File: config.mk
export PLATFORM = sky130hd
export DESIGN_NAME = modular_exponentiation_top_flat
export DESIGN_NICKNAME = d
export VERILOG_FILES = /design/src/rtl/mexp_pkg.sv /design/src/rtl/mexp_if.sv /design/src/rtl/mexp_mulmod.sv /design/src/rtl/modular_exponentiation_top.sv /design/src/flat_wrapper.sv
export SDC_FILE = /design/constraint.sdc
export NUM_CORES = 1
export LEC_CHECK = 0
export BUFFER_PORTS_ARGS = -buffer_cell sky130_fd_sc_hd__buf_2
export CORE_MARGIN = 5
export CORE_UTILIZATION = 55
export DETAILED_ROUTE_END_ITERATION = 16
export HOLD_SLACK_MARGIN = 0.08
export PLACE_DENSITY = 0.73
export SETUP_SLACK_MARGIN = 0.4
export SLEW_MARGIN = 20
export SYNTH_ARGS = -nofsm -noshare
export SYNTH_HDL_FRONTEND = slang
export SYNTH_HIERARCHICAL = 1
export SYNTH_SLANG_ARGS = --single-unit
File: constraint.sdc
create_clock -name clock -period 5.81 [get_ports clock]
set_input_delay 0.8715 -clock clock [delete_from_list [all_inputs] [get_ports clock]]
set_output_delay 0.8715 -clock clock [all_outputs]
set_load 0.05 [all_outputs]
File: src/rtl/mexp_pkg.sv
package mexp_pkg;

   // Operand width used unless the top level is told otherwise
   localparam int DATA_WIDTH_DEFAULT = 32;

   // Fixed widths of the channel words
   localparam int FIELD_WIDTH     = 32;
   localparam int CSR_INDEX_WIDTH = 8;

   // Register indexes on the configuration channel
   localparam logic [CSR_INDEX_WIDTH-1:0] CSR_EXPONENT = 8'd0;
   localparam logic [CSR_INDEX_WIDTH-1:0] CSR_MODULUS  = 8'd1;

   // Register values after reset
   localparam logic [FIELD_WIDTH-1:0] EXPONENT_RESET = 32'd1;
   localparam logic [FIELD_WIDTH-1:0] MODULUS_RESET  = 32'hFFFF_FFFF;

endpackage

File: src/rtl/mexp_if.sv
// Input channel: one message word per handshake
interface mexp_msg_if;
   logic                           valid;
   logic                           ready;
   logic [mexp_pkg::FIELD_WIDTH-1:0] message;

   modport source (output valid, output message, input ready);
   modport sink   (input valid, input message, output ready);
endinterface

// Result channel: one result word per handshake
interface mexp_res_if;
   logic                           valid;
   logic                           ready;
   logic [mexp_pkg::FIELD_WIDTH-1:0] result;

   modport source (output valid, output result, input ready);
   modport sink   (input valid, input result, output ready);
endinterface

// Configuration write channel
interface mexp_csr_if;
   logic                               valid;
   logic                               ready;
   logic [mexp_pkg::CSR_INDEX_WIDTH-1:0] index;
   logic [mexp_pkg::FIELD_WIDTH-1:0]     data;

   modport source (output valid, output index, output data, input ready);
   modport sink   (input valid, input index, input data, output ready);
endinterface

File: src/rtl/mexp_mulmod.sv
// Bit-serial interleaved modular multiplier: product = op_a * op_b mod modulus.
// op_a is scanned MSB first, one bit per cycle; op_b and modulus must be
// below 2^W, op_b below modulus, and modulus held stable while busy.
module mexp_mulmod #(
   parameter int W = mexp_pkg::DATA_WIDTH_DEFAULT
) (
   input  logic         clock,
   input  logic         reset,
   input  logic         start,
   input  logic [W-1:0] op_a,
   input  logic [W-1:0] op_b,
   input  logic [W-1:0] modulus,
   output logic         busy,
   output logic         done,
   output logic [W-1:0] product
);
   import mexp_pkg::*;

   localparam int CntW = $clog2(W + 1);

   logic [W-1:0]    a_sh_ff, a_sh_in;
   logic [W-1:0]    b_ff, b_in;
   logic [W-1:0]    r_ff, r_in;
   logic [CntW-1:0] cnt_ff, cnt_in;
   logic            busy_ff, busy_in;
   logic            done_ff, done_in;

   logic [W+1:0] sum;
   logic [W+2:0] diff1;
   logic [W+2:0] diff2;

   // One step: r = 2r + a_bit*b, then pull back below modulus (value < 3n)
   always_comb begin
      sum   = {1'b0, r_ff, 1'b0} + (a_sh_ff[W-1] ? {2'b00, b_ff} : {(W+2){1'b0}});
      diff1 = {1'b0, sum} - {3'b000, modulus};
      diff2 = {1'b0, sum} - {2'b00, modulus, 1'b0};
   end

   // Control and datapath next state
   always_comb begin
      a_sh_in = a_sh_ff;
      b_in    = b_ff;
      r_in    = r_ff;
      cnt_in  = cnt_ff;
      busy_in = busy_ff;
      done_in = 1'b0;
      if (start) begin
         a_sh_in = op_a;
         b_in    = op_b;
         r_in    = '0;
         cnt_in  = CntW'(W);
         busy_in = 1'b1;
      end else if (busy_ff) begin
         a_sh_in = {a_sh_ff[W-2:0], 1'b0};
         priority if (!diff2[W+2]) begin
            r_in = diff2[W-1:0];
         end else if (!diff1[W+2]) begin
            r_in = diff1[W-1:0];
         end else begin
            r_in = sum[W-1:0];
         end
         cnt_in = cnt_ff - CntW'(1);
         if (cnt_ff == CntW'(1)) begin
            busy_in = 1'b0;
            done_in = 1'b1;
         end
      end
   end

   always_ff @(posedge clock) begin
      if (reset) begin
         busy_ff <= 1'b0;
         done_ff <= 1'b0;
      end else begin
         busy_ff <= busy_in;
         done_ff <= done_in;
      end
   end

   always_ff @(posedge clock) begin
      a_sh_ff <= a_sh_in;
      b_ff    <= b_in;
      r_ff    <= r_in;
      cnt_ff  <= cnt_in;
   end

   assign busy    = busy_ff;
   assign done    = done_ff;
   assign product = r_ff;

   // Partial remainder stays reduced throughout an operation
   a_r_reduced: assert property (@(posedge clock) disable iff (reset)
      busy_ff |-> (r_ff < modulus))
      else $error("mulmod: partial remainder not below modulus");

   // Done is a single pulse after the last step
   a_done_idle: assert property (@(posedge clock) disable iff (reset)
      done_ff |-> !busy_ff)
      else $error("mulmod: done while still busy");

   // A start always launches an operation
   a_start_busy: assert property (@(posedge clock) disable iff (reset)
      start |=> busy_ff)
      else $error("mulmod: start did not set busy");

endmodule

File: src/rtl/modular_exponentiation_top.sv
// Modular exponentiation (textbook RSA): each message word returns one result
// word, message^exponent mod modulus, using the low DATA_WIDTH bits of message,
// exponent and modulus. A modulus below two gives 0; an exponent of zero gives
// 1. Write the exponent (index 0) and modulus (index 1) while the block is idle.
// One word is processed at a time, right-to-left square-and-multiply over a
// bit-serial modular multiplier that retires one multiplier bit per cycle.
// The message is first reduced by one modular product. Then each exponent bit
// up to the highest set bit takes a decision step, a multiply if it is set and
// a square if it lies below the highest set bit; a final decision and the
// hand-off follow. A finished result is held in an output register until
// taken; while it waits the next word may be worked on, but that word's
// hand-off stalls until the register is free.
module modular_exponentiation_top #(
   parameter int DATA_WIDTH = mexp_pkg::DATA_WIDTH_DEFAULT
) (
   input logic clock,
   input logic reset,
   mexp_msg_if.sink   req_ch,
   mexp_res_if.source rsp_ch,
   mexp_csr_if.sink   csr_ch
);
   import mexp_pkg::*;

   localparam int W = DATA_WIDTH;

   localparam logic [2:0] S_IDLE   = 3'd0;
   localparam logic [2:0] S_REDUCE = 3'd1;
   localparam logic [2:0] S_LOOP   = 3'd2;
   localparam logic [2:0] S_MUL    = 3'd3;
   localparam logic [2:0] S_SQR    = 3'd4;
   localparam logic [2:0] S_FINISH = 3'd5;

   logic [FIELD_WIDTH-1:0] csr_exponent_ff, csr_exponent_in;
   logic [FIELD_WIDTH-1:0] csr_modulus_ff, csr_modulus_in;
   logic [2:0]             state_ff, state_in;
   logic [W-1:0]           exp_ff, exp_in;
   logic [W-1:0]           n_ff, n_in;
   logic [W-1:0]           base_ff, base_in;
   logic [W-1:0]           acc_ff, acc_in;
   logic                   rsp_valid_ff, rsp_valid_in;
   logic [FIELD_WIDTH-1:0] rsp_result_ff, rsp_result_in;

   logic         req_accept;
   logic         csr_accept;
   logic [W-1:0] cfg_n;
   logic         cfg_n_ok;
   logic         mm_start;
   logic [W-1:0] mm_a;
   logic [W-1:0] mm_b;
   logic         mm_busy;
   logic         mm_done;
   logic [W-1:0] mm_product;

   assign req_accept = req_ch.valid && req_ch.ready;
   assign csr_accept = csr_ch.valid && csr_ch.ready;
   assign cfg_n      = csr_modulus_ff[W-1:0];
   assign cfg_n_ok   = |cfg_n[W-1:1];

   // Configuration registers
   always_comb begin
      csr_exponent_in = csr_exponent_ff;
      csr_modulus_in  = csr_modulus_ff;
      if (csr_accept) begin
         if (csr_ch.index == CSR_EXPONENT) begin
            csr_exponent_in = csr_ch.data;
         end else if (csr_ch.index == CSR_MODULUS) begin
            csr_modulus_in = csr_ch.data;
         end
      end
   end

   // Square-and-multiply sequencer
   always_comb begin
      state_in      = state_ff;
      exp_in        = exp_ff;
      n_in          = n_ff;
      base_in       = base_ff;
      acc_in        = acc_ff;
      rsp_valid_in  = rsp_valid_ff;
      rsp_result_in = rsp_result_ff;
      mm_start      = 1'b0;
      mm_a          = base_ff;
      mm_b          = base_ff;

      if (rsp_valid_ff && rsp_ch.ready) begin
         rsp_valid_in = 1'b0;
      end

      unique case (state_ff)
         S_IDLE: begin
            if (req_accept) begin
               n_in = cfg_n;
               if (cfg_n_ok) begin
                  // reduce the message first: message * 1 mod n
                  exp_in   = csr_exponent_ff[W-1:0];
                  acc_in   = W'(1);
                  mm_start = 1'b1;
                  mm_a     = req_ch.message[W-1:0];
                  mm_b     = W'(1);
                  state_in = S_REDUCE;
               end else begin
                  exp_in   = '0;
                  acc_in   = '0;
                  state_in = S_LOOP;
               end
            end
         end
         S_REDUCE: begin
            if (mm_done) begin
               base_in  = mm_product;
               state_in = S_LOOP;
            end
         end
         S_LOOP: begin
            if (exp_ff == '0) begin
               state_in = S_FINISH;
            end else if (exp_ff[0]) begin
               mm_start = 1'b1;
               mm_a     = acc_ff;
               state_in = S_MUL;
            end else begin
               mm_start = 1'b1;
               state_in = S_SQR;
            end
         end
         S_MUL: begin
            if (mm_done) begin
               acc_in = mm_product;
               // skip the square after the top exponent bit
               if (exp_ff[W-1:1] == '0) begin
                  exp_in   = exp_ff >> 1;
                  state_in = S_LOOP;
               end else begin
                  mm_start = 1'b1;
                  state_in = S_SQR;
               end
            end
         end
         S_SQR: begin
            if (mm_done) begin
               base_in  = mm_product;
               exp_in   = exp_ff >> 1;
               state_in = S_LOOP;
            end
         end
         S_FINISH: begin
            if (!rsp_valid_ff || rsp_ch.ready) begin
               rsp_valid_in  = 1'b1;
               rsp_result_in = FIELD_WIDTH'(acc_ff);
               state_in      = S_IDLE;
            end
         end
         default: begin
            state_in = S_IDLE;
         end
      endcase
   end

   always_ff @(posedge clock) begin
      if (reset) begin
         csr_exponent_ff <= EXPONENT_RESET;
         csr_modulus_ff  <= MODULUS_RESET;
         state_ff        <= S_IDLE;
         rsp_valid_ff    <= 1'b0;
      end else begin
         csr_exponent_ff <= csr_exponent_in;
         csr_modulus_ff  <= csr_modulus_in;
         state_ff        <= state_in;
         rsp_valid_ff    <= rsp_valid_in;
      end
   end

   always_ff @(posedge clock) begin
      exp_ff        <= exp_in;
      n_ff          <= n_in;
      base_ff       <= base_in;
      acc_ff        <= acc_in;
      rsp_result_ff <= rsp_result_in;
   end

   mexp_mulmod #(
      .W(W)
   ) u_mulmod (
      .clock   (clock),
      .reset   (reset),
      .start   (mm_start),
      .op_a    (mm_a),
      .op_b    (mm_b),
      .modulus (n_ff),
      .busy    (mm_busy),
      .done    (mm_done),
      .product (mm_product)
   );

   assign req_ch.ready  = (state_ff == S_IDLE);
   assign csr_ch.ready  = 1'b1;
   assign rsp_ch.valid  = rsp_valid_ff;
   assign rsp_ch.result = rsp_result_ff;

   // An accepted word always leaves idle
   a_accept_leaves_idle: assert property (@(posedge clock) disable iff (reset)
      req_accept |=> (state_ff != S_IDLE))
      else $error("top: accepted word did not start work");

   // The accumulator is reduced when the result is handed off
   a_acc_reduced: assert property (@(posedge clock) disable iff (reset)
      ((state_ff == S_FINISH) && (|n_ff[W-1:1])) |-> (acc_ff < n_ff))
      else $error("top: result not below modulus");

   // Multiplier completions only arrive while the sequencer waits for one
   a_done_expected: assert property (@(posedge clock) disable iff (reset)
      mm_done |-> ((state_ff == S_REDUCE) || (state_ff == S_MUL) || (state_ff == S_SQR)))
      else $error("top: unexpected multiplier completion");

   // The multiplier is never restarted while an operation is running
   a_no_restart: assert property (@(posedge clock) disable iff (reset)
      mm_busy |-> !mm_start)
      else $error("top: multiplier started while busy");

endmodule
File: src/flat_wrapper.sv
// flat-port wrapper written by rule: the top's interface ports become plain ports
module modular_exponentiation_top_flat import mexp_pkg::*;
#(
   parameter int DATA_WIDTH = mexp_pkg::DATA_WIDTH_DEFAULT
)
  (clock, reset, req_ch_valid, req_ch_message, req_ch_ready, rsp_ch_valid, rsp_ch_result, rsp_ch_ready, csr_ch_valid, csr_ch_index, csr_ch_data, csr_ch_ready);
  mexp_msg_if req_ch_i ();
  mexp_res_if rsp_ch_i ();
  mexp_csr_if csr_ch_i ();
  input logic clock;
  input logic reset;
  input wire logic [$bits(req_ch_i.valid)-1:0] req_ch_valid;
  input wire logic [$bits(req_ch_i.message)-1:0] req_ch_message;
  output wire logic [$bits(req_ch_i.ready)-1:0] req_ch_ready;
  output wire logic [$bits(rsp_ch_i.valid)-1:0] rsp_ch_valid;
  output wire logic [$bits(rsp_ch_i.result)-1:0] rsp_ch_result;
  input wire logic [$bits(rsp_ch_i.ready)-1:0] rsp_ch_ready;
  input wire logic [$bits(csr_ch_i.valid)-1:0] csr_ch_valid;
  input wire logic [$bits(csr_ch_i.index)-1:0] csr_ch_index;
  input wire logic [$bits(csr_ch_i.data)-1:0] csr_ch_data;
  output wire logic [$bits(csr_ch_i.ready)-1:0] csr_ch_ready;
  assign req_ch_i.valid = req_ch_valid;
  assign req_ch_i.message = req_ch_message;
  assign req_ch_ready = req_ch_i.ready;
  assign rsp_ch_valid = rsp_ch_i.valid;
  assign rsp_ch_result = rsp_ch_i.result;
  assign rsp_ch_i.ready = rsp_ch_ready;
  assign csr_ch_i.valid = csr_ch_valid;
  assign csr_ch_i.index = csr_ch_index;
  assign csr_ch_i.data = csr_ch_data;
  assign csr_ch_ready = csr_ch_i.ready;
  modular_exponentiation_top #(.DATA_WIDTH(DATA_WIDTH)) u_core (.clock(clock), .reset(reset), .req_ch(req_ch_i), .rsp_ch(rsp_ch_i), .csr_ch(csr_ch_i));
endmodule
## Yosys cells after proc, flatten, opt, wreduce, memory -nomap -nowiden

Cells that the tools add are included.

- Logic and storage cells: 101
- Output and inout bits: 35
- Bits of input ports: 77
- Register bits after elaboration: 332

- Reduce and logical (&&, ||, !) cells: 22
- Bitwise operators: 2
- Mux-type cells: 45
- Add/subtract/negate cells: 4
- Eq/ne operators: 13

Operator list:

| cell | count |
|---|---|
| $mux 32 | 19 |
| $pmux 32 s2 | 2 |
| $pmux 32 s3 | 1 |
| $sub 34x32->35 | 1 |
| $sub 34x33->35 | 1 |
| $add 33x34->34 | 1 |
| $logic_not 32->1 | 1 |
| $logic_not 31->1 | 1 |
| $reduce_or 31->1 | 1 |
| $mux 3 | 7 |
| $pmux 3 s5 | 1 |
| $mux 1 | 13 |
| $eq 8x1->1 const B | 1 |
| $logic_not 8->1 | 1 |
| $reduce_and 2->1 | 4 |
| $eq 3x2->1 const B | 2 |
| $eq 3x3->1 const B | 2 |
| $eq 6x1->1 const B | 1 |
| $ne 2x1->1 const B | 3 |
| $ne 2x2->1 const B | 3 |
| $reduce_and 3->1 | 2 |
| $sub 6x1->6 const B | 1 |
| $reduce_and 5->1 | 1 |
| $reduce_and 4->1 | 1 |
| other kinds (12) | 15 |

## Depth between registers and ports, before layout

- Word-level depth: 5
- Gate-level depth with buffers: 25
- Mapped depth without buffers: 23

## Modules after synthesis

Netlist, hierarchy kept.

Modules (own cells, without submodules):

| module | area an instance (µm²) | seq. area each (µm²) | times used | cells each |
|---|---|---|---|---|
| modular_exponentiation_top | 9419.0 | 6165.9 | 1 | 844 |
| mexp_mulmod | 9072.5 | 2722.6 | 1 | 1010 |

## Least setup slack after synthesis

No wires, ideal clock.

- Path kind: register to register
- Start: reg u_core.u_mulmod.a_sh_ff[31]
- End: reg u_core.u_mulmod.r_ff[18] (netlist: u_core/u_mulmod/product[18])
- Required time: 5678 ps
- Clock period less this slack: 5136 ps
- Setup time: 132 ps
- Buffers on the path: 3
- Arrival time: 5004 ps
- Cell stages (with the launch flop): 23
- Setup slack: 674 ps
- Cells stage by stage: edfxtp_1 -> clkbuf_1 -> and2_1 -> ha_1 -> clkbuf_1 -> a211oi_1 -> nor2_1 -> nor4_2 -> o221ai_1 -> a211oi_1 -> xnor2_1 -> ha_1 -> and3_1 -> and3_4 -> a221oi_2 -> o21ai_1 -> a211o_1 -> a41o_1 -> a2111oi_4 -> buf_6 -> mux2_2 -> o21ai_0 -> o21ai_0

- Cells in the longest elaborated chain, start to end: 5
- Elaborated cells between the ends (all ways): 6
- Those cells by class: add/sub (3); mux (3)

RTL lines:

| element | RTL line | text |
|---|---|---|
| from (decl) | mexp_mulmod.sv:21 | `logic [W-1:0] a_sh_ff, a_sh_in;` |
| from (signal assigned) | mexp_mulmod.sv:81 | `a_sh_ff <= a_sh_in;` |
| $mux 32 * | mexp_mulmod.sv:34 | `sum = {1'b0, r_ff, 1'b0} + (a_sh_ff[W-1] ? {2'b00, b_ff} : {(W+2){1'b0}});` |
| $add 33x34->34 * | mexp_mulmod.sv:34 |  |
| $sub 34x32->35 | mexp_mulmod.sv:35 | `diff1 = {1'b0, sum} - {3'b000, modulus};` |
| $mux 32 | mexp_mulmod.sv:57 | `end else if (!diff1[W+2]) begin` |
| $mux 32 * | mexp_mulmod.sv:55 | `priority if (!diff2[W+2]) begin` |
| to (signal assigned) | mexp_mulmod.sv:83 | `r_ff <= r_in;` |
| to (decl) | mexp_mulmod.sv:23 | `logic [W-1:0] r_ff, r_in;` |

Every way passes the cells marked *; elsewhere a longest branch is shown, timed or not.
A chain may end at the register's enable or synchronous reset.

## Worst setup path in the final report

Ends and elaborated chain as after synthesis.

==> out/metrics.csv <==
stage,metric,value,unit
outcome,run status,"complete, no violations",
timing,Slew Limit Fails,0,
flow_run,max-cap viol count,0,
timing,Worst-Margin Slew,1094,ps
clocking,CTS root buffer,clkbuf_16,
global_route,initial antenna violation count,1,
routing,metal1 wirelength,22.47,mm
synth,largest family of logic cells by synthesized area,simple AND/OR/NAND/NOR gates,
routing,Vias/cell,5.994,
global_route,GR Overflow Total,0,
placement,pre-CTS setup slack,-27.32,ps
floorplanning,die height,193.4,um
global_route,Global Route Usage Sum,0.2563,
final_layout,Area Growth Syn to Fin,17.26,%
placement,number of port buffers,110,
clocking,CTS tree,yes,
synth,Yosys top cell by area,edfxtp_1,
timing,setup violators final,0,
synth,post-synthesis compound-gate area fraction,0.1667,
routing,met3 wire len,3.599,mm
floorplanning,FP Rows,67,
synth,Simple-Gate Fraction of Synth Area,0.1780,
routing,detailed-route via count,14860,
synth,YS warnings,6,
synth,adder-cell share of the synthesized area,0.06888,
clocking,Num Clock Sinks,332,
final_layout,nets,2182,
global_route,first-pass GRT wire length,77.85,mm
synth,Commonest cells post-synth,"nand2_1, edfxtp_1, a21oi_1, dfxtp_1, ha_1",
timing,clock skew,22.15,ps
setup_path,Worst Setup SP,u_core/u_mulmod/a_sh_ff[31],
routing,DR WL met2,23.09,mm
floorplanning,Die ar.,37390,um^2
synth,Main synth FF type,edfxtp_1,
power_and_ir_drop,power per cell area,358.7,nW/um^2
synth,Synth Cell Area,18490,um^2
setup_path,RR Endpoint,u_core/u_mulmod/product[18],
setup_path,cell count of the worst reg-to-reg path,22,
clocking,cts bufs inserted,38,
setup_path,crit path to,u_core/u_mulmod/product[18],
power_and_ir_drop,"Power, Total",7.777,mW
setup_path,Worst Setup Path Type,reg2reg,
global_route,largest net degree at the start of global routing,71,
final_layout,ant diodes,0,
setup_path,crit path DAT,5860,ps
routing,DRT Wirelength,50.99,mm
setup_path,Setup crit start kind,flip-flop,
synth,fraction of synthesis flops using an asynchronous set or reset pin,0,
routing,Post-route DRC,0,
hold_path,hold crit path type,reg2reg,
routing,drt wl/cell,20.56,um
final_layout,fillers,2653,
routing,Detailed Routing Iterations Pass 1,7,
placement,DP Area,19650,um^2
clocking,clock slew at reported path FFs,60,ps
power_and_ir_drop,Max VDD drop,0.0002230,V
synth,post-synthesis sequential area ratio,0.4807,
clocking,CTS H-tree depth,2,
floorplanning,Ports,112,
routing,ANT nets after route,0,
synth,mux cell area share after synthesis,0.02389,
routing,top layer in use,met4,
placement,RePlAce Congestion,0.9621,
placement,total placed cells including tap cells,2375,
timing,f_max,182.0,MHz
final_layout,share of layout cells above drive strength 1,0.1973,
synth,top cell type's share of synthesized area,0.3638,
routing,DR iter-0 viols,1343,
synth,Mapped Cells,1854,
final_layout,Final Instance Area,21680,um^2
clocking,clock latency at the later pin of the worst-skew pair,530,ps
final_layout,fin cells,2480,
timing,final critical-path share of the clock period,0.9456,
timing,RSZ-0062 raised after global routing,true,
synth,synth unique cells,87,
placement,Final HPWL DP,36.44,mm
clocking,clock buffer depth,3,
floorplanning,core area,33360,um^2
timing,Setup WS post-layout,315.9,ps
timing,final worst path period need,5494,ps
power_and_ir_drop,leakage power,9.321,nW
synth,Synth Register Bits,332,
global_route,vias in the first global route,14030,
floorplanning,Initial Util,0.5542,
setup_path,critical path peak fanout,9,
final_layout,final core occ,0.6499,
floorplanning,chip width,193.4,um
timing,Final Hold Viols,0,
timing,worst rel slew slack,0.2637,
setup_path,flop-to-flop setup slack,320,ps
synth,most frequent cell after synthesis,nand2_1,
setup_path,crit end category,flip-flop,
synth,Synth Net Count,2031,
setup_path,Worst Path Required,6180,ps
synth,Post-synth EDFFs,224,
synth,Synth area leaders,"edfxtp_1, dfxtp_1, ha_1",
setup_path,RR Startpoint,u_core/u_mulmod/a_sh_ff[31],
synth,mean area per synthesized cell,9.974,um^2
synth,Post-Synth XOR/XNOR Area,0.04215,
==> placed cells by master (no fill, tap or decap), types with 42 or more instances in the layout <==
cell         n
nand2_1    264
edfxtp_1   224
a21oi_1    128
buf_2      111
dfxtp_1    108
nor2_1      87
buf_4       84
ha_1        83
inv_1       73
o21ai_0     72
a21o_1      58
and2_1      55
nand3_1     53
xnor2_1     48
and3_1      44
clkbuf_16   42
==> per-layer routing <==
layer	global-route usage	up-vias
met3	0.03775	94
li1	-	7083
met1	0.3660	7051
met5	0	-
met4	0.08838	0
met2	0.4033	636
==> what timing repair did <==
item,CTS,global route
gates cloned,0,3
buffers inserted,13,21
hold buffers,0,0
pin swaps,10,41
gates resized for setup,37,59
endpoints found under the setup margin,32,32
==> per-stage QoR <==
stage / hold slack (ps) / TNS, ps
finish: 431.3 / 0
CTS: 435.0 / 0
detailed placement: 420.1 / -27.32
global placement: 420.8 / 0
global route: 444.0 / 0
floorplan: 408.1 / 0
==> area by class of cell <==
type / instances / area [um^2] / share of cell area
multi-input combinational: 1354 / 9361 / 0.4317
inverter: 74 / 277.8 / 0.01281
sequential: 332 / 8889 / 0.4099
clock inverter: 15 / 157.7 / 0.007271
timing repair buffer: 205 / 1351 / 0.06232
tap: 448 / 560.5 / 0.02585
clock buffer: 52 / 1086 / 0.05009
==> power by group <==
group | switching (mW) | leakage, nW | total, mW | internal (mW)
logic | 1.37 | 5.78 | 2.41 | 1.04
registers | 0.193 | 2.94 | 2.99 | 2.79
clock network | 0.970 | 0.600 | 2.38 | 1.41
total | 2.54 | 9.32 | 7.78 | 5.24
==> worst min-delay path by stage <==
stage / from / end / slack (ps) / cells past startpoint
final: u_core/cfg_n[0] / u_core/n_ff[0] / 430 / 0
after global placement: u_core/cfg_n[0] / u_core/n_ff[0] / 420 / 0
after floorplan: u_core/cfg_n[0] / u_core/n_ff[0] / 410 / 0
after CTS: u_core/cfg_n[0] / u_core/n_ff[0] / 440 / 0
after global routing: u_core/cfg_n[0] / u_core/n_ff[0] / 440 / 0
after detailed placement: u_core/cfg_n[0] / u_core/n_ff[0] / 420 / 0
==> critical path: stages (launching register included) <==
cell and delay [ps]:
edfxtp_1 520, buf_6 190, and2_1 170, ha_4 260, a211oi_2 230, nor2_2 100, nor4_4 380, o221ai_4 160
buf_4 170, a211oi_4 250, xnor2_2 170, ha_1 290, and3_4 190, and3_4 190, a221oi_2 210, o21ai_1 110
a211o_1 340, a41o_1 260, a2111oi_4 350, clkbuf_16 230, mux2_2 330, o21ai_1 160, o21ai_0 100
==> logic make-up (layout without fill, tap and decap cells) <==
family | Yosys count | in the layout
buffers and inverters | 168 | 346
XOR/XNOR | 89 | 89
AND/OR/NAND/NOR | 659 | 659
adder cells (fa/ha/maj) | 100 | 100
multiplexers | 40 | 40
AO/OA/AOI/OAI | 465 | 465
other | 1 | 1
flip-flops | 332 | 332
No activity file was read; power rests on OpenSTA's default activity.
